[src/rtl/sas_pkg.sv]
// ----------------------------------------------------------------------------
// sas_pkg: shared types and constants for the sorted array set
// Holds the capacity and key width, the request action codes and the
// command that the controller broadcasts to the row of key cells.
// ----------------------------------------------------------------------------
package sas_pkg;

  // Sizing of the set.
  localparam int unsigned CAPACITY   = 1024;
  localparam int unsigned KEY_BITS   = 32;
  localparam int unsigned COUNT_W    = $clog2(CAPACITY + 1);

  // The match flags are reduced in groups, one register per group.
  localparam int unsigned GROUP_SIZE = 32;
  localparam int unsigned N_GROUPS   = (CAPACITY + GROUP_SIZE - 1) / GROUP_SIZE;

  typedef logic signed [KEY_BITS-1:0] key_t;
  typedef logic [COUNT_W-1:0]         count_t;

  localparam count_t CAP_COUNT = count_t'(CAPACITY);

  // Request action codes. The unused code behaves as a lookup.
  localparam logic [1:0] ACT_ADD      = 2'd0;
  localparam logic [1:0] ACT_REMOVE   = 2'd1;
  localparam logic [1:0] ACT_CONTAINS = 2'd2;

  // Operation broadcast to every cell.
  typedef enum logic [1:0] {
    CELL_HOLD,
    CELL_COMPARE,
    CELL_INSERT,
    CELL_DELETE
  } cell_op_e;

  typedef struct packed {
    cell_op_e op;
    key_t     key;
  } cell_cmd_t;

endpackage

[src/rtl/sas_cell.sv]
// ----------------------------------------------------------------------------
// sas_cell: one slot of the sorted key row
// Holds one key, compares it with the broadcast key and, on an insert or a
// delete, takes the key of its left or right neighbor.
// ----------------------------------------------------------------------------
module sas_cell import sas_pkg::*; (
  input  logic      clk_i,
  input  logic      rst_ni,
  input  cell_cmd_t cmd_i,
  input  logic      occupied_i,
  input  key_t      prev_key_i,
  input  logic      prev_lt_i,
  input  key_t      next_key_i,
  output key_t      key_o,
  output logic      lt_o,
  output logic      eq_o
);

  key_t key_q, key_d;
  logic lt_q;
  logic eq_q;

  // Cells at or past the insert or delete position move by one slot.
  // The cell whose left neighbor is still below the key takes the new key.
  always_comb begin
    key_d = key_q;
    case (cmd_i.op)
      CELL_INSERT: begin
        if (!lt_q) begin
          key_d = prev_lt_i ? cmd_i.key : prev_key_i;
        end
      end
      CELL_DELETE: begin
        if (!lt_q) begin
          key_d = next_key_i;
        end
      end
      default: begin
        key_d = key_q;
      end
    endcase
  end

  always_ff @(posedge clk_i) begin
    key_q <= key_d;
  end

  // Compare flags are only meaningful for slots that hold a key.
  always_ff @(posedge clk_i or negedge rst_ni) begin
    if (!rst_ni) begin
      lt_q <= 1'b0;
      eq_q <= 1'b0;
    end else if (cmd_i.op == CELL_COMPARE) begin
      lt_q <= occupied_i && (key_q < cmd_i.key);
      eq_q <= occupied_i && (key_q == cmd_i.key);
    end
  end

  assign key_o = key_q;
  assign lt_o  = lt_q;
  assign eq_o  = eq_q;

endmodule

[config.mk]
export PLATFORM = sky130hd
export DESIGN_NAME = sas_cell
export DESIGN_NICKNAME = d
export VERILOG_FILES = /design/src/rtl/sas_pkg.sv /design/src/rtl/sas_cell.sv
export SDC_FILE = /design/constraint.sdc
export NUM_CORES = 1
export LEC_CHECK = 0
export BUFFER_PORTS_ARGS = -buffer_cell sky130_fd_sc_hd__buf_2
export CAP_MARGIN = 20
export CORE_MARGIN = 5
export CORE_UTILIZATION = 49
export DETAILED_ROUTE_END_ITERATION = 8
export PLACE_DENSITY = 0.89
export SKIP_LAST_GASP = 1
export SLEW_MARGIN = 10
export SYNTH_ARGS = -nofsm -noshare
export SYNTH_HDL_FRONTEND = slang
export SYNTH_SLANG_ARGS = --single-unit
[constraint.sdc]
create_clock -name clk_i -period 6.7 [get_ports clk_i]
set_clock_uncertainty 0.15 [all_clocks]
set_input_delay 0 -clock clk_i [delete_from_list [all_inputs] [get_ports clk_i]]
set_output_delay 0 -clock clk_i [all_outputs]
set_load 0.01 [all_outputs]
==> results.cfg <==
[logic_synthesis]
ys_ff_latch = 34
synth_compound_area_share_pct = 13.5
syn_inst = 264
synth_seq_area_share_pct = 40.1
avgSynthCellArea_um2 = 9.56
synth_cell_types = 30
synth_mux_area_share_pct = 12.7
synth_top_family_by_area = adder cells
synth_fp_nets = 398
synth_xor_area_share_pct = 0
yosys.area_share.simple_pct = 11.2
yosys.area_share.adder_pct = 15.9
ys_warn_count = 0
syn-cell-area_um2 = 2520

[worst_hold_path]
hp-class = primary input to flop
worstHoldEndpoint = key_o[11]
whs_path_depth = 3
min_from = prev_key_i[11]

[detailed_routing]
first_pass_iters = 4
wl_per_cell_um = 16.8
routed_wirelength_mm = 8.91
route.detailed.drc = 0
routed_via_density = 5.27
vias = 2797
ant_nets = 0
drt_iter0_drc = 121

[cts]
clkSinkCount = 34
postCtsSetupRepairBufs = 0
cts.clk_slew.worst_paths_ns = 0.07
htree_levels = 2
tritoncts = yes
hold_buffers = 64
clkLatencyLatePin_ns = 0.28
cts-buffers-inserted = 5
clk_path_buf_depth = 2
root_buffer = clkbuf_8
cts_resized = 0

[global_routing]
grt_pass1_vias = 2972
met3_usage_pct = 5.15
grt_pass1_wl_mm = 13.5
grt_remaining_overflow = 0
antenna_found_initial = 0
gr-max-usage-layer = met2
grt_max_degree = 65
grt_util_met2_pct = 49.5
grt_usage_pct = 26.5
grt_use_met1_pct = 27.1

[timing]
slew_violations = 0
finalCritPeriodShare_pct = 37.4
clock.fmax_mhz = 399
hold_viol = 0
finalSetupTns_ns = 0
tightest_slew_ns = 1.02
timing.final.ws_setup_ns = 4.19
setup_viol = 0
slew_headroom_pct = 32.3
rsz0062_at_grt = false
hold_ws_ns = 0.00754
layout_min_cycle_time_ns = 2.51

[pwr]
power.density_nw_per_um2 = 165
p_leak_uw = 0.00202
p_total_uw = 655
vdd.ir_drop.worst_uv = 113

[final_layout]
final_nets = 593
fill_cells = 324
areaGrowthSynthToFinish_pct = 57.6
multiInputGateArea_um2 = 1350
register_area_um2 = 1010
utilization_pct = 78.9
layout-drive-gt1-share_pct = 31.5

[critical_path]
rr_endpoint = lt_o
required_ns = 6.72
startpoint_type = flop
crit_fanout = 4
cp_data_arrival_time_ns = 2.53
rrSetupSlack_ns = 4.19
r2r_cells = 7
cpMaxStageDelayCell = or4_4
cp_slowest_stage_delay_ns = 0.58
end_kind = flop
crit_chain = ha_1 -> nand4_1 -> or4_4 -> a211o_1 -> o211a_1 -> o211a_1 -> a221o_1
crit_type = flop to flop
crit_top_cell = o211a_1
r2r-start = key_o[23]

[run]
cap_violations = 0

[placement]
dp_slack_ns = 4.17
dpl.hpwl_mm = 5.42
place_congestion = 0.737
port_buffers = 135

[run_status]
status = finished clean

[die]
core_region_area_um2 = 5040
die_area_um2 = 6690
ioPinCount = 136
die_w_um = 81.8
rows = 26
start_util_pct = 50.0
die_height_um = 81.8
[kinds of logic after synthesis]
family / after synthesis
mux: 32
buf+inv: 45
flops: 34
compound gates: 60
simple gates: 61
fa+ha+maj: 32
[through the flow]
stage               instance area (um2)  cells
CTS                                3980    530
detailed placement                 3250    458
global placement                   3250    458
finish                             3980    531
floorplan                          2520    264
global route                       3980    530
[synthesized netlist by cell type]
cell	n	share of area [%]
a211o_1	1	0.35
a211oi_1	1	0.30
a21o_1	2	0.59
a21o_2	1	0.35
a21oi_1	12	2.4
a221o_1	2	0.79
a221oi_1	1	0.35
and2_1	1	0.25
and3_1	1	0.25
buf_1	3	0.45
clkbuf_1	8	1.2
dfrtp_1	2	2.0
edfxtp_1	32	38
ha_1	32	16
inv_1	34	5.1
mux2i_1	32	13
nand2_1	41	6.1
nand2b_1	1	0.25
nand3_1	2	0.40
nand4_1	6	1.5
nand4_2	1	0.50
nor2_1	2	0.30
nor2b_1	1	0.25
nor3_1	2	0.40
nor3b_1	1	0.30
nor4_1	1	0.25
o211a_1	2	0.79
o21ai_0	37	7.3
o31ai_1	1	0.30
or4_4	1	0.45
[where the power goes]
| group | total (uW) | leakage (uW) | internal, uW | switching (uW) |
|---|---|---|---|---|
| registers | 279 | 0.000339 | 265 | 14.1 |
| clock network | 148 | 0.0000395 | 73.9 | 73.7 |
| logic | 228 | 0.00164 | 116 | 112 |
[layer usage]
metal / wire length, um / part of all wire [%]
met2: 4730 / 53
met3: 704 / 7.9
met5: 0 / 0
met1: 3110 / 35
met4: 366 / 4.1
[flip-flops by register name, summed over array words and instances, names as in the netlist]
| name | cells |
|---|---|
| key_o | 32 |
| lt_o | 1 |
| eq_o | 1 |
[cell usage in the layout (no fill, tap or decap), types with 3 or more instances in the layout]
cell type,Yosys,routed
buf_2,0,135
dlygate4sd3_1,0,64
nand2_1,41,41
o21ai_0,37,37
inv_1,34,34
mux2i_1,32,32
ha_1,32,32
edfxtp_1,32,32
a21oi_1,12,12
nand4_1,6,6
clkbuf_8,0,5
clkbuf_1,8,3
[how the worst max path moves through the flow]
| stage | end | startpoint | cells past startpoint |
|---|---|---|---|
| floorplan | key_o[0] | lt_o | 1 |
| global placement | lt_o | key_o[23] | 7 |
| detailed placement | lt_o | key_o[23] | 7 |
| CTS | lt_o | key_o[23] | 7 |
| global route | key_o[6] | cmd_i[32] | 5 |
| finish | lt_o | key_o[23] | 7 |
[area by class of cell]
| class | count | area share [%] |
|---|---|---|
| inverter | 34 | 3.21 |
| clock buffer | 8 | 2.01 |
| timing repair buffer | 199 | 33.1 |
| tap | 70 | 2.20 |
| antenna | 1 | 0.0629 |
| sequential | 34 | 25.4 |
| multi-input combinational | 185 | 34.0 |
[critical path, delay by kind of cell, from the launching register on]
kind,cells,cell delay (ns)
AND/OR/NAND/NOR,2,0.72
AO/OA/AOI/OAI,4,0.81
flip-flops,1,0.39
adder cells (fa/ha/maj),1,0.34
(Power assumes the default switching activity.)
