[config.mk]
export PLATFORM = sky130hd
export DESIGN_NAME = sas_ctrl
export DESIGN_NICKNAME = d
export VERILOG_FILES = /design/src/rtl/sas_pkg.sv /design/src/rtl/sas_ctrl.sv
export SDC_FILE = /design/constraint.sdc
export NUM_CORES = 1
export LEC_CHECK = 0
export BUFFER_PORTS_ARGS = -buffer_cell sky130_fd_sc_hd__buf_4
export CAP_MARGIN = 20
export CORE_ASPECT_RATIO = 0.5
export CORE_MARGIN = 8
export CORE_UTILIZATION = 30
export CTS_CLUSTER_DIAMETER = 150
export DETAILED_ROUTE_END_ITERATION = 7
export SLEW_MARGIN = 20
export SYNTH_ARGS = -nofsm -noshare
export SYNTH_HDL_FRONTEND = slang
export SYNTH_SLANG_ARGS = --single-unit
[constraint.sdc]
create_clock -name clk_i -period 3.1 [get_ports clk_i]
set_clock_uncertainty 0.05 [all_clocks]
set_input_delay 0.155 -clock clk_i [delete_from_list [all_inputs] [get_ports clk_i]]
set_output_delay 0.155 -clock clk_i [all_outputs]
set_load 0.03 [all_outputs]
[src/rtl/sas_pkg.sv]
// ----------------------------------------------------------------------------
// sas_pkg: shared types and constants for the sorted array set
// Holds the capacity and key width, the request action codes and the
// command that the controller broadcasts to the row of key cells.
// ----------------------------------------------------------------------------
package sas_pkg;

  // Sizing of the set.
  localparam int unsigned CAPACITY   = 1024;
  localparam int unsigned KEY_BITS   = 32;
  localparam int unsigned COUNT_W    = $clog2(CAPACITY + 1);

  // The match flags are reduced in groups, one register per group.
  localparam int unsigned GROUP_SIZE = 32;
  localparam int unsigned N_GROUPS   = (CAPACITY + GROUP_SIZE - 1) / GROUP_SIZE;

  typedef logic signed [KEY_BITS-1:0] key_t;
  typedef logic [COUNT_W-1:0]         count_t;

  localparam count_t CAP_COUNT = count_t'(CAPACITY);

  // Request action codes. The unused code behaves as a lookup.
  localparam logic [1:0] ACT_ADD      = 2'd0;
  localparam logic [1:0] ACT_REMOVE   = 2'd1;
  localparam logic [1:0] ACT_CONTAINS = 2'd2;

  // Operation broadcast to every cell.
  typedef enum logic [1:0] {
    CELL_HOLD,
    CELL_COMPARE,
    CELL_INSERT,
    CELL_DELETE
  } cell_op_e;

  typedef struct packed {
    cell_op_e op;
    key_t     key;
  } cell_cmd_t;

endpackage

[src/rtl/sas_ctrl.sv]
// ----------------------------------------------------------------------------
// sas_ctrl: request sequencer for the sorted array set
// Takes one request, steps the cell row through compare, reduction and
// update, keeps the key count and holds the result register.
// ----------------------------------------------------------------------------
module sas_ctrl import sas_pkg::*; (
  input  logic                clk_i,
  input  logic                rst_ni,
  input  logic                in_valid_i,
  output logic                in_stall_o,
  input  logic [1:0]          action_i,
  input  key_t                key_i,
  output logic                out_valid_o,
  input  logic                out_stall_i,
  output logic                found_o,
  output logic                full_reject_o,
  output count_t              occupancy_o,
  input  logic [N_GROUPS-1:0] group_hit_i,
  output cell_cmd_t           cmd_o,
  output count_t              count_o
);

  typedef enum logic [1:0] {
    ST_IDLE,
    ST_CMP,
    ST_RED,
    ST_DEC
  } state_e;

  state_e     state_q;
  logic [1:0] action_q;
  key_t       key_q;
  count_t     count_q;
  count_t     count_d;
  logic       out_valid_q;
  logic       found_q;
  logic       reject_q;
  count_t     occ_q;

  logic       hit;
  logic       full;
  logic       out_free;
  logic       do_insert;
  logic       do_delete;
  logic       reject;

  // Final level of the match reduction and the update decision.
  assign hit       = |group_hit_i;
  assign full      = (count_q == CAP_COUNT);
  assign out_free  = !out_valid_q || !out_stall_i;
  assign do_insert = (action_q == ACT_ADD) && !hit && !full;
  assign reject    = (action_q == ACT_ADD) && !hit && full;
  assign do_delete = (action_q == ACT_REMOVE) && hit;

  always_comb begin
    count_d = count_q;
    if (do_insert) begin
      count_d = count_q + count_t'(1);
    end else if (do_delete) begin
      count_d = count_q - count_t'(1);
    end
  end

  // Command to the cell row.
  always_comb begin
    cmd_o.key = key_q;
    cmd_o.op  = CELL_HOLD;
    unique case (state_q)
      ST_CMP: cmd_o.op = CELL_COMPARE;
      ST_DEC: begin
        if (out_free && do_insert) begin
          cmd_o.op = CELL_INSERT;
        end else if (out_free && do_delete) begin
          cmd_o.op = CELL_DELETE;
        end
      end
      default: cmd_o.op = CELL_HOLD;
    endcase
  end

  // Sequencer, count and result register.
  always_ff @(posedge clk_i or negedge rst_ni) begin
    if (!rst_ni) begin
      state_q     <= ST_IDLE;
      action_q    <= ACT_CONTAINS;
      key_q       <= '0;
      count_q     <= '0;
      out_valid_q <= 1'b0;
      found_q     <= 1'b0;
      reject_q    <= 1'b0;
      occ_q       <= '0;
    end else begin
      // The result is reloaded when a request completes, else cleared once taken.
      if (state_q == ST_DEC && out_free) begin
        out_valid_q <= 1'b1;
      end else if (!out_stall_i) begin
        out_valid_q <= 1'b0;
      end
      unique case (state_q)
        ST_IDLE: begin
          if (in_valid_i) begin
            action_q <= action_i;
            key_q    <= key_i;
            state_q  <= ST_CMP;
          end
        end
        ST_CMP: state_q <= ST_RED;
        ST_RED: state_q <= ST_DEC;
        ST_DEC: begin
          if (out_free) begin
            count_q  <= count_d;
            found_q  <= hit;
            reject_q <= reject;
            occ_q    <= count_d;
            state_q  <= ST_IDLE;
          end
        end
        default: state_q <= ST_IDLE;
      endcase
    end
  end

  assign in_stall_o    = (state_q != ST_IDLE);
  assign out_valid_o   = out_valid_q;
  assign found_o       = found_q;
  assign full_reject_o = reject_q;
  assign occupancy_o   = occ_q;
  assign count_o       = count_q;

endmodule

==> results.md <==
Power:
- The clock network fraction of design power is 13.2%.
- For this design the ratio of total power to cell area is 1197 mW/mm².
- The design internal power is 0.002598 W.
- In this run the static leakage power is 1.836 nW.
- The net switching power is 0.002040 W.
- Of the total power, registers draw 26.7%.
- IR analysis of the VDD net gives a maximum drop of 0.4118 mV.
- The combinational fraction of design power is 60.1%.
- Net switching is 43.98% of the power.

Global routing:
- The initial antenna violation count is 0.
- The via count of the first global-routing pass is 2260.
- Entering global routing, the biggest net connects 51 pins.
- The global-route wire length before repair is 11270 µm.
- The residual overflow from global routing is 0.
- In the global route stage, overall resource usage came out at 11.74%.

Cells and area:
- The synthesis-to-finish area growth is 48.82%.
- The number of nets in the final layout is 424.
- The antenna cell count is 0.
- The multi-input combinational cells in the finished layout cover a total of 0.001247 mm².
- Counting the fill cells in the layout gives 808.
- The register area is 0.001252 mm².
- The share of cells above drive strength 1 is 59.29%.
- Measured on the finished design, the core utilization comes to 45.28%.

Yosys:
- The area share of the leading cell type in the synthesized netlist is 47.09%.
- Synthesis inferred 50 register bits.
- In this run, synthesis inferred 0 flip-flops with an integrated enable.
- The net count after synthesis is 292.
- In the synthesized netlist the async set-or-reset flop fraction comes to 100.0%.
- Averaged over all synthesized cells, the footprint is 12.58 µm².
- The number of cells produced by synthesis is 207.
- The number of synthesis warnings is 0.
- The number of different library cells used by synthesis comes to 40.
- The most used flip-flop cell after synthesis is sky130_fd_sc_hd__dfrtp_1.
- By area the synthesized netlist is led by sky130_fd_sc_hd__dfrtp_1 (47%), sky130_fd_sc_hd__mux2_2 (16%), sky130_fd_sc_hd__ha_1 (6.7%).
- The cell taking the most area after synthesis is sky130_fd_sc_hd__dfrtp_1.
- The share of synthesized area occupied by flip-flops and latches is 48.10%.
- The mapped netlist covers 0.002604 mm².
- The commonest cells after synthesis are sky130_fd_sc_hd__dfrtp_1 (49), sky130_fd_sc_hd__mux2_2 (36), sky130_fd_sc_hd__ha_1 (14).
- The most common cell in the synthesized netlist is sky130_fd_sc_hd__dfrtp_1.

Clock network:
- After clock tree synthesis, the clock-pin slew on the worst setup and hold paths is 0.07 ns.
- The clock tree root driver cell is sky130_fd_sc_hd__clkbuf_16.
- The number of setup buffers added after CTS is 0.
- The number of H-tree levels is 2.
- The worst-skew pair later-pin latency is 0.29 ns.
- The number of sinks on the clock net is 50.
- Counting the buffers created by CTS gives 5.
- The deepest clock path buffer count is 2.
- The TritonCTS clock tree is yes.

STA:
- The final setup TNS is 0 ns.
- Based on the critical path, the design can be clocked at up to 338.2 MHz.
- The number of hold violations in the final report is 0.
- Setup repair after global routing left no endpoint under its margin.
- The final count of negative-setup-slack endpoints is 0.
- The pin slew with the least headroom to its limit is 0.6504 ns.
- The minimum clock period after layout is 2.957 ns.
- The worst pin sits at a relative slew slack of 56.64%.
- The worst path uses 95.39% of the clock period.
- The number of pins with negative max-slew slack in the final report is 0.
- After layout, the worst setup slack is 0.1428 ns.

Die:
- The core region is 0.008558 mm².
- In this run the count of I/O pins placed on the die edge is 130.
- After floorplanning, the core was divided into 24 placement rows.
- The height of the die is 81.88 µm.
- The die footprint is 0.01210 mm².
- The x dimension of the die is 147.8 µm.
- The initial utilization of the core area, before any placement, comes to 30.42%.

Critical path:
- The cell count of the worst reg-to-reg path is 11.
- The data required time at the worst endpoint is 3.22 ns.
- Across all register-to-register paths, the minimum setup slack is 0.14 ns.
- The worst register-to-register path ends at occupancy_o[9].
- STA classifies the critical path startpoint as a flip-flop.
- The maximum fanout along the worst path is 7.
- The worst setup path is captured at a flip-flop.
- The beginning of the worst register-to-register path is occupancy_o[10].
- The setup path with the least slack is of type flip-flop to flip-flop.
- STA puts the critical path data arrival time at 3.08 ns.

Routing:
- In the final routed layout, each cell accounts on average for 16.02 µm.
- After detailed routing, the number of remaining DRC violations is 0.
- The total wire length after detailed routing is 7305 µm.
- The first TritonRoute pass finished after 4 iterations.
- In this run the remaining antenna-violating nets after routing total 0.
- For this block, the initial DRC count from the detailed router was 53.
- The number of vias per cell is 4.586.
- The via count is 2091.

Worst hold path:
- The path with the worst hold slack has its endpoint at key_q[20].
- The startpoint of the worst hold path is key_i[20].
- The min-delay analysis places its worst path in the category primary input to flip-flop.
- The worst hold path stage count is 2.

Placed design:
- The count of buffers added on input and output ports is 129.
- Before CTS, the worst setup slack after placement is -0.04836 ns.
- Routability-driven placement finished with a final weighted congestion of 0.8331.
- The sum of net half-perimeters after detailed placement is 5946 µm.

Outcome:
- The run finished with clean final reports.

Flow run:
- Across the run, the number of max-cap violations was 0.
## flip-flops by register name (all words and copies together), names as in the netlist
name           flops
full_reject_o      1
found_o            1
out_valid_o        1
occupancy_o       11
key_q             32
state_q            2
action_q           2
## worst max-delay path, stage by stage, from the launching register on
cell and delay [ns]:
sky130_fd_sc_hd__dfrtp_1 0.42, sky130_fd_sc_hd__nor4b_2 0.18, sky130_fd_sc_hd__nand3_1 0.14, sky130_fd_sc_hd__nand2_1 0.08, sky130_fd_sc_hd__or2_2 0.37, sky130_fd_sc_hd__ha_1 0.34
sky130_fd_sc_hd__a211oi_2 0.27, sky130_fd_sc_hd__nor3_1 0.09, sky130_fd_sc_hd__o31a_1 0.29, sky130_fd_sc_hd__o41ai_4 0.26, sky130_fd_sc_hd__xnor2_1 0.11, sky130_fd_sc_hd__mux2_4 0.26
## power by group through the flow
stage                     Clock, W  Sequential [W]  Combinational (W)
after floorplan                  0         0.00179            0.00132
after global placement           0         0.00122            0.00276
after detailed placement         0         0.00125            0.00281
after CTS                 0.000641         0.00124            0.00281
after global routing      0.000676         0.00129            0.00296
final                     0.000614         0.00124            0.00279
## routing by layer
layer	vias to the layer above	global-route usage (%)	part of all wire, %
met4	0	4.137	1.3
li1	996	-	-
met1	1043	11.63	37
met3	10	3.134	4.0
met5	-	0	0
met2	42	23.82	58
## worst max path at each step
stage,endpoint,start,cells after the start,slack [ns]
floorplan,occupancy_o[9],occupancy_o[0],11,0.20
global placement,occupancy_o[9],group_hit_i[18],13,0.03
detailed placement,occupancy_o[9],group_hit_i[26],13,-0.05
CTS,occupancy_o[9],occupancy_o[3],11,0.10
global route,occupancy_o[9],occupancy_o[2],11,0.01
finish,occupancy_o[9],occupancy_o[10],11,0.14
## stage by stage
| stage | instance area (µm²) | hold slack, ns | total power [W] | cells |
|---|---|---|---|---|
| after floorplan | 2604 | -0.1906 | 0.003115 | 207 |
| after global placement | 3689 | 0.1695 | 0.003979 | 448 |
| after detailed placement | 3689 | 0.1819 | 0.004054 | 448 |
| after CTS | 3862 | 0.03220 | 0.004692 | 456 |
| after global routing | 3875 | 0.02225 | 0.004924 | 456 |
| final | 3875 | 0.04490 | 0.004638 | 456 |
## final cells by class
type	instances	share of cell area [%]
Multi-Input combinational cell	139	32.19
Inverter	3	0.2906
Timing Repair Buffer	140	27.19
Tap cell	117	3.778
Clock buffer	5	3.229
Clock inverter	2	1.001
Sequential cell	50	32.32
## cells by family (layout without fill, tap and decap cells)
logic type	Yosys count	count (layout)	share of synthesized area (%)
multiplexers	46	46	21.00
AO/OA/AOI/OAI	23	23	6.728
flip-flops	50	50	48.10
buffers and inverters	18	150	4.469
AND/OR/NAND/NOR	46	46	9.178
XOR/XNOR	9	9	3.028
adder cells (fa/ha/maj)	15	15	7.497
## timing repair
action	in CTS	in global routing
hold buffers	1	0
setup endpoints to repair	0	1
resized for setup	0	2
hold endpoints to repair	49	0
## cells in the final DEF (no fill, tap or decap), drive strengths merged
cell         synthesis  routed
nand2b               2       2
nor2b                1       1
o21bai               1       1
nand3                4       4
ha                  14      14
xnor2                6       6
nor3                 5       5
o21a                 1       1
nor2                 9       9
o21ai                5       5
o31a                 1       1
nor4b                1       1
xor2                 3       3
clkinv               0       1
nand2               10      10
a21o                 2       2
mux2i                1       1
a211oi               3       3
bufinv               0       1
nand4                2       2
inv                  3       3
o211ai               1       1
dfstp                1       1
buf                 12     139
dfrtp               49      49
o41ai                2       2
nor4                 9       9
clkbuf               3       5
a21oi                7       7
mux2                45      45
fa                   1       1
or2                  3       3
dlygate4sd3          0       1
Power figures use the tool's default switching activity.
