## src/rtl/sas_pkg.sv

```systemverilog
// ----------------------------------------------------------------------------
// sas_pkg: shared types and constants for the sorted array set
// Holds the capacity and key width, the request action codes and the
// command that the controller broadcasts to the row of key cells.
// ----------------------------------------------------------------------------
package sas_pkg;

  // Sizing of the set.
  localparam int unsigned CAPACITY   = 1024;
  localparam int unsigned KEY_BITS   = 32;
  localparam int unsigned COUNT_W    = $clog2(CAPACITY + 1);

  // The match flags are reduced in groups, one register per group.
  localparam int unsigned GROUP_SIZE = 32;
  localparam int unsigned N_GROUPS   = (CAPACITY + GROUP_SIZE - 1) / GROUP_SIZE;

  typedef logic signed [KEY_BITS-1:0] key_t;
  typedef logic [COUNT_W-1:0]         count_t;

  localparam count_t CAP_COUNT = count_t'(CAPACITY);

  // Request action codes. The unused code behaves as a lookup.
  localparam logic [1:0] ACT_ADD      = 2'd0;
  localparam logic [1:0] ACT_REMOVE   = 2'd1;
  localparam logic [1:0] ACT_CONTAINS = 2'd2;

  // Operation broadcast to every cell.
  typedef enum logic [1:0] {
    CELL_HOLD,
    CELL_COMPARE,
    CELL_INSERT,
    CELL_DELETE
  } cell_op_e;

  typedef struct packed {
    cell_op_e op;
    key_t     key;
  } cell_cmd_t;

endpackage

```

## src/rtl/sas_hit_tree.sv

```systemverilog
// ----------------------------------------------------------------------------
// sas_hit_tree: first level of the match reduction
// ORs the per-cell match flags in fixed groups and registers one hit bit
// per group for the controller.
// ----------------------------------------------------------------------------
module sas_hit_tree import sas_pkg::*; (
  input  logic                clk_i,
  input  logic                rst_ni,
  input  logic [CAPACITY-1:0] eq_i,
  output logic [N_GROUPS-1:0] group_hit_o
);

  logic [N_GROUPS-1:0] group_hit_q;
  logic [N_GROUPS-1:0] group_hit_d;

  // OR the members of each group; the last group may be partly filled.
  for (genvar g = 0; g < N_GROUPS; g++) begin : g_group
    always_comb begin
      group_hit_d[g] = 1'b0;
      for (int m = 0; m < GROUP_SIZE; m++) begin
        if (g * GROUP_SIZE + m < CAPACITY) begin
          group_hit_d[g] = group_hit_d[g] | eq_i[g * GROUP_SIZE + m];
        end
      end
    end
  end

  always_ff @(posedge clk_i or negedge rst_ni) begin
    if (!rst_ni) begin
      group_hit_q <= '0;
    end else begin
      group_hit_q <= group_hit_d;
    end
  end

  assign group_hit_o = group_hit_q;

endmodule

```

## config.mk

```make
export PLATFORM = sky130hd
export DESIGN_NAME = sas_hit_tree
export DESIGN_NICKNAME = d
export VERILOG_FILES = /design/src/rtl/sas_pkg.sv /design/src/rtl/sas_hit_tree.sv
export SDC_FILE = /design/constraint.sdc
export NUM_CORES = 1
export LEC_CHECK = 0
export ABC_AREA = 1
export CAP_MARGIN = 15
export CELL_PAD_IN_SITES_DETAIL_PLACEMENT = 1
export CELL_PAD_IN_SITES_GLOBAL_PLACEMENT = 1
export CORE_AREA = 2 2 406 408
export CTS_CLUSTER_DIAMETER = 60
export DETAILED_ROUTE_END_ITERATION = 16
export DIE_AREA = 0 0 408 410
export DONT_BUFFER_PORTS = 1
export PLACE_DENSITY_LB_ADDON = 0.1
export SETUP_SLACK_MARGIN = 0.02
export SYNTH_ARGS = -nofsm -noshare
export SYNTH_HDL_FRONTEND = slang
export SYNTH_SLANG_ARGS = --single-unit
```

## constraint.sdc

```tcl
create_clock -name clk_i -period 0.8 [get_ports clk_i]
set_clock_uncertainty 0.05 [all_clocks]
set_input_delay 0.16 -clock clk_i [delete_from_list [all_inputs] [get_ports clk_i]]
set_output_delay 0.16 -clock clk_i [all_outputs]
set_load 0.02 [all_outputs]
```

==> results by group, run 1 <==
Pwr
  – Final Total Pwr: 0.005713 W
  – Leakage power: 4.706 nW
  – PwrDens: 583.3 mW/mm^2
  – Peak supply drop: 0.7391 mV

Floorplanning
  – Die ar.: 0.1673 sq mm
  – Initial Utilization: 3.992%
  – Num ports: 1058
  – Die width: 408 um
  – Row cnt: 149
  – Core Area: 0.1635 sq mm
  – Die Ht: 410 um

Synth
  – FF+latch count, synth: 32
  – Sequential fraction of the synthesis area: 12.27%
  – Area contributors post-synth: inv_1 29%, nor2_1 24%, nand2_1 22%, dfrtp_1 12%, and2_1 6.1%
  – Area share of the leading cell type in the synthesized netlist: 29.45%
  – Yosys warning count: 0
  – Synth area leader: inv_1
  – Most frequent cell after synthesis: inv_1
  – Mapped Area: 0.006526 sq mm
  – Ys async rst share: 100.0%
  – Syn Inst Count: 1472
  – Post-synth EDFFs: 0
  – Post-synth top cells: 512 x inv_1, 416 x nor2_1, 384 x nand2_1, 64 x and2_1
  – Mapped Avg Cell Area: 4.434 sq um
  – Primary FF master, synth: dfrtp_1
  – Syn_nets: 2498
  – Unique masters post-synth: 7

Clocking
  – Clock root cell: clkbuf_16
  – Buffer count from post-CTS setup fixing: 0
  – CTS tree: yes
  – Number of buffers created by CTS: 5
  – CTS clk-pin slew, worst paths: 0.09 ns
  – # clock sinks: 32
  – H-tree depth: 2
  – Clock Tree Buf Depth: 2

STA
  – Achievable Freq: 875.9 MHz
  – Relative slew slack: 79.33%
  – Final worst-path cycle share: 142.7%
  – Pins Over Slew Limit: 0
  – Finish-stage setup viols: 32
  – Final worst setup slack: -0.3417 ns
  – RSZ-0062 raised after global routing: yes
  – Clock period minus worst slack: 1.142 ns
  – Final hold viol count: 41
  – Worst hold slack: -0.5575 ns
  – Worst-margin pin slew: 0.3093 ns

GRT
  – Initial antenna violation count: 5
  – Largest net degree at the start of global routing: 33
  – Global-route wire length before repair: 70700 um
  – Vias in the first global route: 9427
  – GRT Total Usage: 6.201%
  – Grt ovf: 0

Placed design
  – DP HPWL: 52170 um
  – IO buf count: 0
  – Pre-CTS setup slack: -0.7208 ns
  – Routability cong.: 0.8558

Setup path
  – Critical Path RT: 0.59 ns
  – CP top delay family: flip-flops
  – Buf/Inv on CP: 1
  – Crit end category: output pin
  – Crit-path cells: buf_12
  – CP peak stage delay: 0.45 ns
  – Worst Path Class, Setup: register to output pin
  – Worst Path Arrival: 0.93 ns
  – Worst-path fanout max: 1
  – Crit-path slowest cell: dfrtp_2
  – CP startpoint kind: register

Finish
  – Largest register FFs: 32
  – Final core occ: 5.990%
  – Nets: 2533
  – P&R area growth vs syn: 50.06%
  – Fraction of layout cells with a size suffix above 1: 6.702%

Routing
  – Wire per inst: 14.84 um
  – Drt pass-1 iters: 4
  – Initial DRC Count: 237
  – Routed vias: 8318
  – Post-route antenna net violation count: 0
  – Wirelength, routed: 54940 um
  – Detail-routed via count per cell: 2.246
  – # DRC: 0

Outcome
  – Failing checks: negative hold slack, negative setup slack
  – Status: finished with violations

Min path
  – Hold Crit Class: input port to asynchronous set/reset pin

Job
  – Maximum capacitance violations: 0
per-stage QoR:
stage	instance area (sq um)	setup TNS [ns]	cells	hold slack [ns]
after CTS	9763	-10.08	3696	-0.6255
after floorplan	6526	0	1472	-0.1856
after global routing	9776	-9.650	3696	-0.6100
after global placement	9575	-6.213	3689	-0.1795
after detailed placement	9575	-6.280	3689	-0.1796
final	9793	-7.717	3703	-0.5575
metal layers:
layer	global-route usage, %	vias to the layer above	wire, um	part of all wire [%]
li1	-	4047	-	-
met1	7.459	3831	22750	41
met2	10.78	416	27620	50
met3	1.774	22	3847	7.0
met4	1.513	2	709	1.3
met5	0	-	12	0.022
where the power goes:
part           internal (W)     switching (W)  total, W
combinational      0.000649           0.00101   0.00166
sequential          0.00161  0.00000000000255   0.00161
clock               0.00115           0.00128   0.00243
final cells by class:
| type | count | area [sq um] |
|---|---|---|
| Clock inverter | 1 | 5.005 |
| Sequential cell | 32 | 838.3 |
| Inverter | 512 | 1926 |
| Antenna cell | 7 | 17.52 |
| Timing Repair Buffer | 28 | 310.3 |
| Clock buffer | 6 | 128.9 |
| Fill cell | 20180 | 153700 |
| Multi-Input combinational cell | 928 | 3829 |
| Tap cell | 2189 | 2739 |
kinds of logic after synthesis:
| logic type | count (synthesis) | share of synthesized area, % |
|---|---|---|
| buffers and inverters | 512 | 29.45 |
| flip-flops | 32 | 12.27 |
| AND/OR/NAND/NOR | 928 | 58.28 |
timing repair:
item                       in CTS  in global routing
cloned                          0                  0
hold endpoints to repair       55                 43
resized for setup              34                  4
setup endpoints to repair      34                 35
layout by cell type (no fill, tap or decap), types with 5 or more instances in the layout:
cell,synthesis,layout
and2_1,64,64
dfrtp_2,0,27
nor2_1,416,412
buf_4,0,20
buf_12,0,8
diode_2,0,7
nand4_1,32,32
nor2_2,32,35
nand2_1,384,382
clkbuf_16,0,5
inv_1,512,511
worst max-delay path by stage:
stage,from,end,cells past startpoint
2_1_floorplan,eq_i[2],group_hit_o[0]$_DFF_PN0_,5
3_3_place_gp,eq_i[65],group_hit_o[2]$_DFF_PN0_,5
3_5_place_dp,eq_i[65],group_hit_o[2]$_DFF_PN0_,5
4_1_cts,group_hit_o[25]$_DFF_PN0_,group_hit_o[25],1
5_1_grt,group_hit_o[2]$_DFF_PN0_,group_hit_o[2],0
6_report,group_hit_o[25]$_DFF_PN0_,group_hit_o[25],1
(Power assumes the default switching activity.)
==> run 2, diff against run 1 <==
--- a/config.mk
+++ b/config.mk
@@ -15,7 +15,7 @@
 export DIE_AREA = 0 0 408 410
 export DONT_BUFFER_PORTS = 1
 export PLACE_DENSITY_LB_ADDON = 0.1
-export SETUP_SLACK_MARGIN = 0.02
+export SETUP_SLACK_MARGIN = 0.3
 export SYNTH_ARGS = -nofsm -noshare
 export SYNTH_HDL_FRONTEND = slang
 export SYNTH_SLANG_ARGS = --single-unit
==> results by group, run 2 (synthesized netlist as in run 1, its figures left out) <==
Setup path
  – Worst Path Arrival: 1.06 ns (+0.13 ns)
  – CP Depth: 1 (unchanged)
  – Critical Path Sink: group_hit_o[4]
  – Worst-path fanout max: 1 (unchanged)
  – Crit-path slowest cell: dfrtp_2
  – CP top delay family: flip-flops
  – Critical Path RT: 0.59 ns (about the same)
  – Critical Path Start: group_hit_o[4]$_DFF_PN0_
  – Crit-path cells: buf_12
  – CP startpoint kind: register
  – Worst Path Class, Setup: register to output pin
  – Crit end category: output pin
  – CP peak stage delay: 0.51 ns (+0.06 ns)
  – Buf/Inv on CP: 1 (unchanged)

Floorplanning
  – Core Area: 0.1635 sq mm (unchanged)
  – Die ar.: 0.1673 sq mm (unchanged)
  – Die width: 408 um (unchanged)
  – Row cnt: 149 (unchanged)
  – Initial Utilization: 3.992% (unchanged)
  – Num ports: 1058 (unchanged)
  – Die Ht: 410 um (unchanged)

Clocking
  – CTS clk-pin slew, worst paths: 0.09 ns (about the same)
  – CTS tree: yes
  – Number of buffers created by CTS: 5 (unchanged)
  – # clock sinks: 32 (unchanged)
  – Clock Tree Buf Depth: 2 (unchanged)
  – H-tree depth: 2 (unchanged)
  – Buffer count from post-CTS setup fixing: 0 (unchanged)
  – Clock root cell: clkbuf_16

Finish
  – Largest register FFs: 32 (unchanged)
  – Final core occ: 6.536% (+0.55 points)
  – Fillers: 20070 (-0.54%)
  – Fraction of layout cells with a size suffix above 1: 19.15% (+12 points)
  – Most common cell after layout, fill and taps aside: inv_1
  – Final Cell Area: 0.01069 sq mm (+9.1%)
  – Nets: 2534 (+0.039%)
  – Commonest non-fill, non-tap cells in the layout: 457 x inv_1, 335 x nand2_1, 333 x nor2_1
  – P&R area growth vs syn: 63.75%

Outcome
  – Failing checks: negative hold slack, negative setup slack
  – Status: finished with violations

GRT
  – GRT Total Usage: 5.819% (-0.38 points)
  – Initial antenna violation count: 7 (+2)
  – Largest net degree at the start of global routing: 33 (unchanged)
  – Vias in the first global route: 9356 (-0.75%)
  – Grt ovf: 0 (unchanged)
  – Global-route wire length before repair: 66670 um (-5.7%)

STA
  – Final worst setup slack: -0.4658 ns (-0.1241 ns)
  – Achievable Freq: 790.0 MHz (-9.8%)
  – Relative slew slack: 83.23% (+3.9 points)
  – Finish-stage setup viols: 32 (unchanged)
  – Pins Over Slew Limit: 0 (unchanged)
  – Worst hold slack: -0.5512 ns (+0.006244 ns)
  – Worst-margin pin slew: 0.2523 ns (-0.05699 ns)
  – RSZ-0062 raised after global routing: yes
  – Final hold viol count: 47 (+15%)
  – Clock period minus worst slack: 1.266 ns (+0.1241 ns)
  – Final worst-path cycle share: 158.2% (+16 points)

Routing
  – # DRC: 0 (unchanged)
  – Detail-routed via count per cell: 2.235 (-0.50%)
  – Post-route antenna net violation count: 0 (unchanged)
  – Wirelength, routed: 51660 um (-6.0%)
  – Routed vias: 8283 (-0.42%)
  – Drt pass-1 iters: 4 (unchanged)
  – Initial DRC Count: 230 (-3.0%)
  – Wire per inst: 13.94 um (-6.0%)

Pwr
  – Peak supply drop: 0.7782 mV (+5.3%)
  – PwrDens: 573.7 mW/mm^2 (-1.7%)
  – Leakage power: 4.808 nW (+2.2%)

Placed design
  – Cell Area, Placed: 0.009646 sq mm (+0.73%)
  – IO buf count: 0 (unchanged)
  – DP HPWL: 48740 um (-6.6%)
  – Routability cong.: 0.8461 (-1.1%)

Job
  – Maximum capacitance violations: 0 (unchanged)

Min path
  – Hold Crit Class: input port to asynchronous set/reset pin
-- run 2: routing by layer --
metal	global-route usage (%)	vias to the layer above	routed length (um)
met3	1.843	34	4034
met5	0	-	27
met1	6.046	3721	18490
li1	-	4050	-
met2	10.75	474	27630
met4	2.350	4	1480
-- run 2: report_power, final --
part | switching (W) | total [W] | internal, W
Sequential | 0.00000000000224 | 0.00162 | 0.00162
Combinational | 0.00105 | 0.00186 | 0.000805
Clock | 0.00139 | 0.00266 | 0.00127
-- run 2: through the flow --
step	instances	worst slack (ns)	power [W]	TNS [ns]
2_1_floorplan	1472	0.1289	0.002818	0
3_3_place_gp	3690	-0.3410	0.003340	-5.396
3_5_place_dp	3690	-0.3422	0.003322	-5.431
4_1_cts	3698	-0.5560	0.006599	-10.64
5_1_grt	3702	-0.5518	0.006925	-10.42
6_report	3706	-0.4658	0.006131	-8.341
-- run 2: cell type report --
type                    count  area, sq um  area share (%)
multi-input cells         928         4419           41.35
well taps                2189         2739           25.63
inverters                 512         2121           19.85
flip-flops and latches     32        830.8           7.774
repair buffers             29        410.4           3.840
clock buffers               8        146.4           1.370
diodes                      8        20.02          0.1873
-- run 2: worst min path at each step --
stage	cells after the start	slack, ns	to
5_1_grt	0	-0.61	group_hit_o[13]$_DFF_PN0_
6_report	0	-0.55	group_hit_o[13]$_DFF_PN0_
4_1_cts	0	-0.61	group_hit_o[13]$_DFF_PN0_
3_3_place_gp	0	-0.18	group_hit_o[13]$_DFF_PN0_
2_1_floorplan	0	-0.19	group_hit_o[0]$_DFF_PN0_
3_5_place_dp	0	-0.18	group_hit_o[13]$_DFF_PN0_
-- run 2: timing repair --
action | CTS | global route
endpoints found under the setup margin | 52 | 56
endpoints found under the hold margin | 55 | 46
gates resized for setup | 160 | 166
pin swaps | 52 | 94
==> run 3, diff against run 2 <==
--- a/config.mk
+++ b/config.mk
@@ -14,7 +14,7 @@
 export DETAILED_ROUTE_END_ITERATION = 16
 export DIE_AREA = 0 0 408 410
 export DONT_BUFFER_PORTS = 1
-export PLACE_DENSITY_LB_ADDON = 0.1
+export PLACE_DENSITY_LB_ADDON = 0.3
 export SETUP_SLACK_MARGIN = 0.3
 export SYNTH_ARGS = -nofsm -noshare
 export SYNTH_HDL_FRONTEND = slang
==> constraint.sdc (replaced) <==
create_clock -name clk_i -period 1 [get_ports clk_i]
set_clock_uncertainty 0.05 [all_clocks]
set_input_delay 0.2 -clock clk_i [delete_from_list [all_inputs] [get_ports clk_i]]
set_output_delay 0.2 -clock clk_i [all_outputs]
set_load 0.02 [all_outputs]
==> results by group, run 3 (synthesized netlist as in run 1, its figures left out) <==
Clocking
  – CTS tree: yes
  – CTS clk-pin slew, worst paths: 0.09 ns (about the same)
  – H-tree depth: 2 (unchanged)
  – Clock root cell: clkbuf_16
  – Number of buffers created by CTS: 5 (unchanged)
  – Clock Tree Buf Depth: 2 (unchanged)
  – # clock sinks: 32 (unchanged)

Placed design
  – IO buf count: 0 (unchanged)
  – Pre-CTS setup slack: -0.3805 ns (-0.03827 ns)
  – Routability cong.: 0.9648 (+14%)
  – Cell Area, Placed: 0.009641 sq mm (about the same)
  – DP HPWL: 47180 um (-3.2%)

GRT
  – GRT Total Usage: 5.775% (-0.043 points)
  – Vias in the first global route: 8798 (-6.0%)
  – Grt ovf: 0 (unchanged)
  – Initial antenna violation count: 17 (+10)
  – Global-route wire length before repair: 65270 um (-2.1%)
  – Largest net degree at the start of global routing: 33 (unchanged)

Floorplanning
  – Core Area: 0.1635 sq mm (unchanged)
  – Initial Utilization: 3.992% (unchanged)
  – Die ar.: 0.1673 sq mm (unchanged)
  – Die Ht: 410 um (unchanged)
  – Num ports: 1058 (unchanged)
  – Row cnt: 149 (unchanged)
  – Die width: 408 um (unchanged)

STA
  – Final hold viol count: 33 (-30%)
  – Clock period minus worst slack: 1.233 ns
  – RSZ-0062 raised after global routing: yes
  – Final worst-path cycle share: 123.3%
  – Relative slew slack: 77.94% (-5.3 points)
  – Achievable Freq: 810.9 MHz
  – Finish-stage setup viols: 32 (unchanged)
  – Worst hold slack: -0.5098 ns (+0.04147 ns)
  – Pins Over Slew Limit: 0 (unchanged)
  – Worst-margin pin slew: 0.3299 ns (+0.07756 ns)
  – Final worst setup slack: -0.2332 ns (+0.2327 ns)

Routing
  – Drt pass-1 iters: 5 (+1)
  – Wirelength, routed: 51300 um (-0.69%)
  – Detail-routed via count per cell: 2.288 (+2.4%)
  – # DRC: 0 (unchanged)
  – Routed vias: 8511 (+2.8%)
  – Wire per inst: 13.79 um (-1.1%)
  – Initial DRC Count: 364 (+58%)
  – Post-route antenna net violation count: 0 (unchanged)

Finish
  – Nets: 2545 (+0.43%)
  – Most common cell after layout, fill and taps aside: inv_1
  – Commonest non-fill, non-tap cells in the layout: 509 x inv_1, 395 x nor2_1, 371 x nand2_1
  – Fraction of layout cells with a size suffix above 1: 9.408% (-9.7 points)
  – P&R area growth vs syn: 54.45%
  – Final Cell Area: 0.01008 sq mm (-5.7%)
  – Largest register FFs: 32 (unchanged)
  – Final core occ: 6.165% (-0.37 points)

Setup path
  – Critical Path RT: 0.75 ns (+0.16 ns)
  – Crit-path cells: buf_12
  – Worst Path Arrival: 0.98 ns (-0.08 ns)
  – CP startpoint kind: register
  – Buf/Inv on CP: 1 (unchanged)
  – Worst Path Class, Setup: register to output pin
  – Crit-path slowest cell: dfrtp_2
  – CP peak stage delay: 0.47 ns (-0.04 ns)
  – CP top delay family: flip-flops
  – Worst-path fanout max: 1 (unchanged)
  – Crit end category: output pin

Pwr
  – Final Total Pwr: 0.005021 W (-18%)
  – Leakage power: 4.792 nW (-0.32%)
  – Peak supply drop: 0.5975 mV (-23%)
  – PwrDens: 498.1 mW/mm^2 (-13%)

Outcome
  – Failing checks: negative hold slack, negative setup slack
  – Status: finished with violations

Min path
  – Hold Crit Class: input port to asynchronous set/reset pin

Job
  – Maximum capacitance violations: 0 (unchanged)
[run 3: power by group]
group,leakage (nW),internal (W),switching [W]
combinational,4.44,0.000547,0.000873
sequential,0.272,0.00129,0.00000000000176
clock,0.0809,0.00119,0.00112
[run 3: worst max-delay path by stage]
stage                                  start                  endpoint  slack (ns)  cells past startpoint
global placement                   eq_i[150]  group_hit_o[4]$_DFF_PN0_       -0.38                      6
finish              group_hit_o[7]$_DFF_PN0_            group_hit_o[7]       -0.23                      1
global route        group_hit_o[7]$_DFF_PN0_            group_hit_o[7]       -0.32                      1
floorplan                           eq_i[17]  group_hit_o[0]$_DFF_PN0_        0.29                      6
detailed placement                 eq_i[151]  group_hit_o[4]$_DFF_PN0_       -0.38                      6
CTS                 group_hit_o[7]$_DFF_PN0_            group_hit_o[7]       -0.34                      1
[run 3: area by class of cell]
class                   instances  area (sq um)
diodes                         11         27.53
clock buffers                   6         128.9
clock inverters                 2         35.03
fillers                     20210        153400
inverters                     512          1933
multi-input cells             928          3968
flip-flops and latches         32         832.0
well taps                    2189          2739
repair buffers                 40         416.7
[run 3: timing repair]
action                                  CTS  global route
endpoints found under the setup margin   38            45
pin swaps                                 5            12
endpoints found under the hold margin    44            33
setup buffers                             0             0
gates resized for setup                  51            39
[run 3: per-layer routing]
metal	routed length, um	part of all wire (%)	track usage (%)	vias to the layer above
li1	-	-	-	4077
met2	24880	48	9.710	539
met5	31	0.060	0	-
met4	1722	3.4	2.401	6
met3	3471	6.8	1.356	55
met1	21200	41	7.025	3834
[run 3: metrics by stage]
stage               setup TNS (ns)  cells
CTS                         -5.252   3709
detailed placement          -1.900   3701
floorplan                        0   1472
global route                -4.906   3717
finish                      -3.031   3720
global placement            -1.843   3701
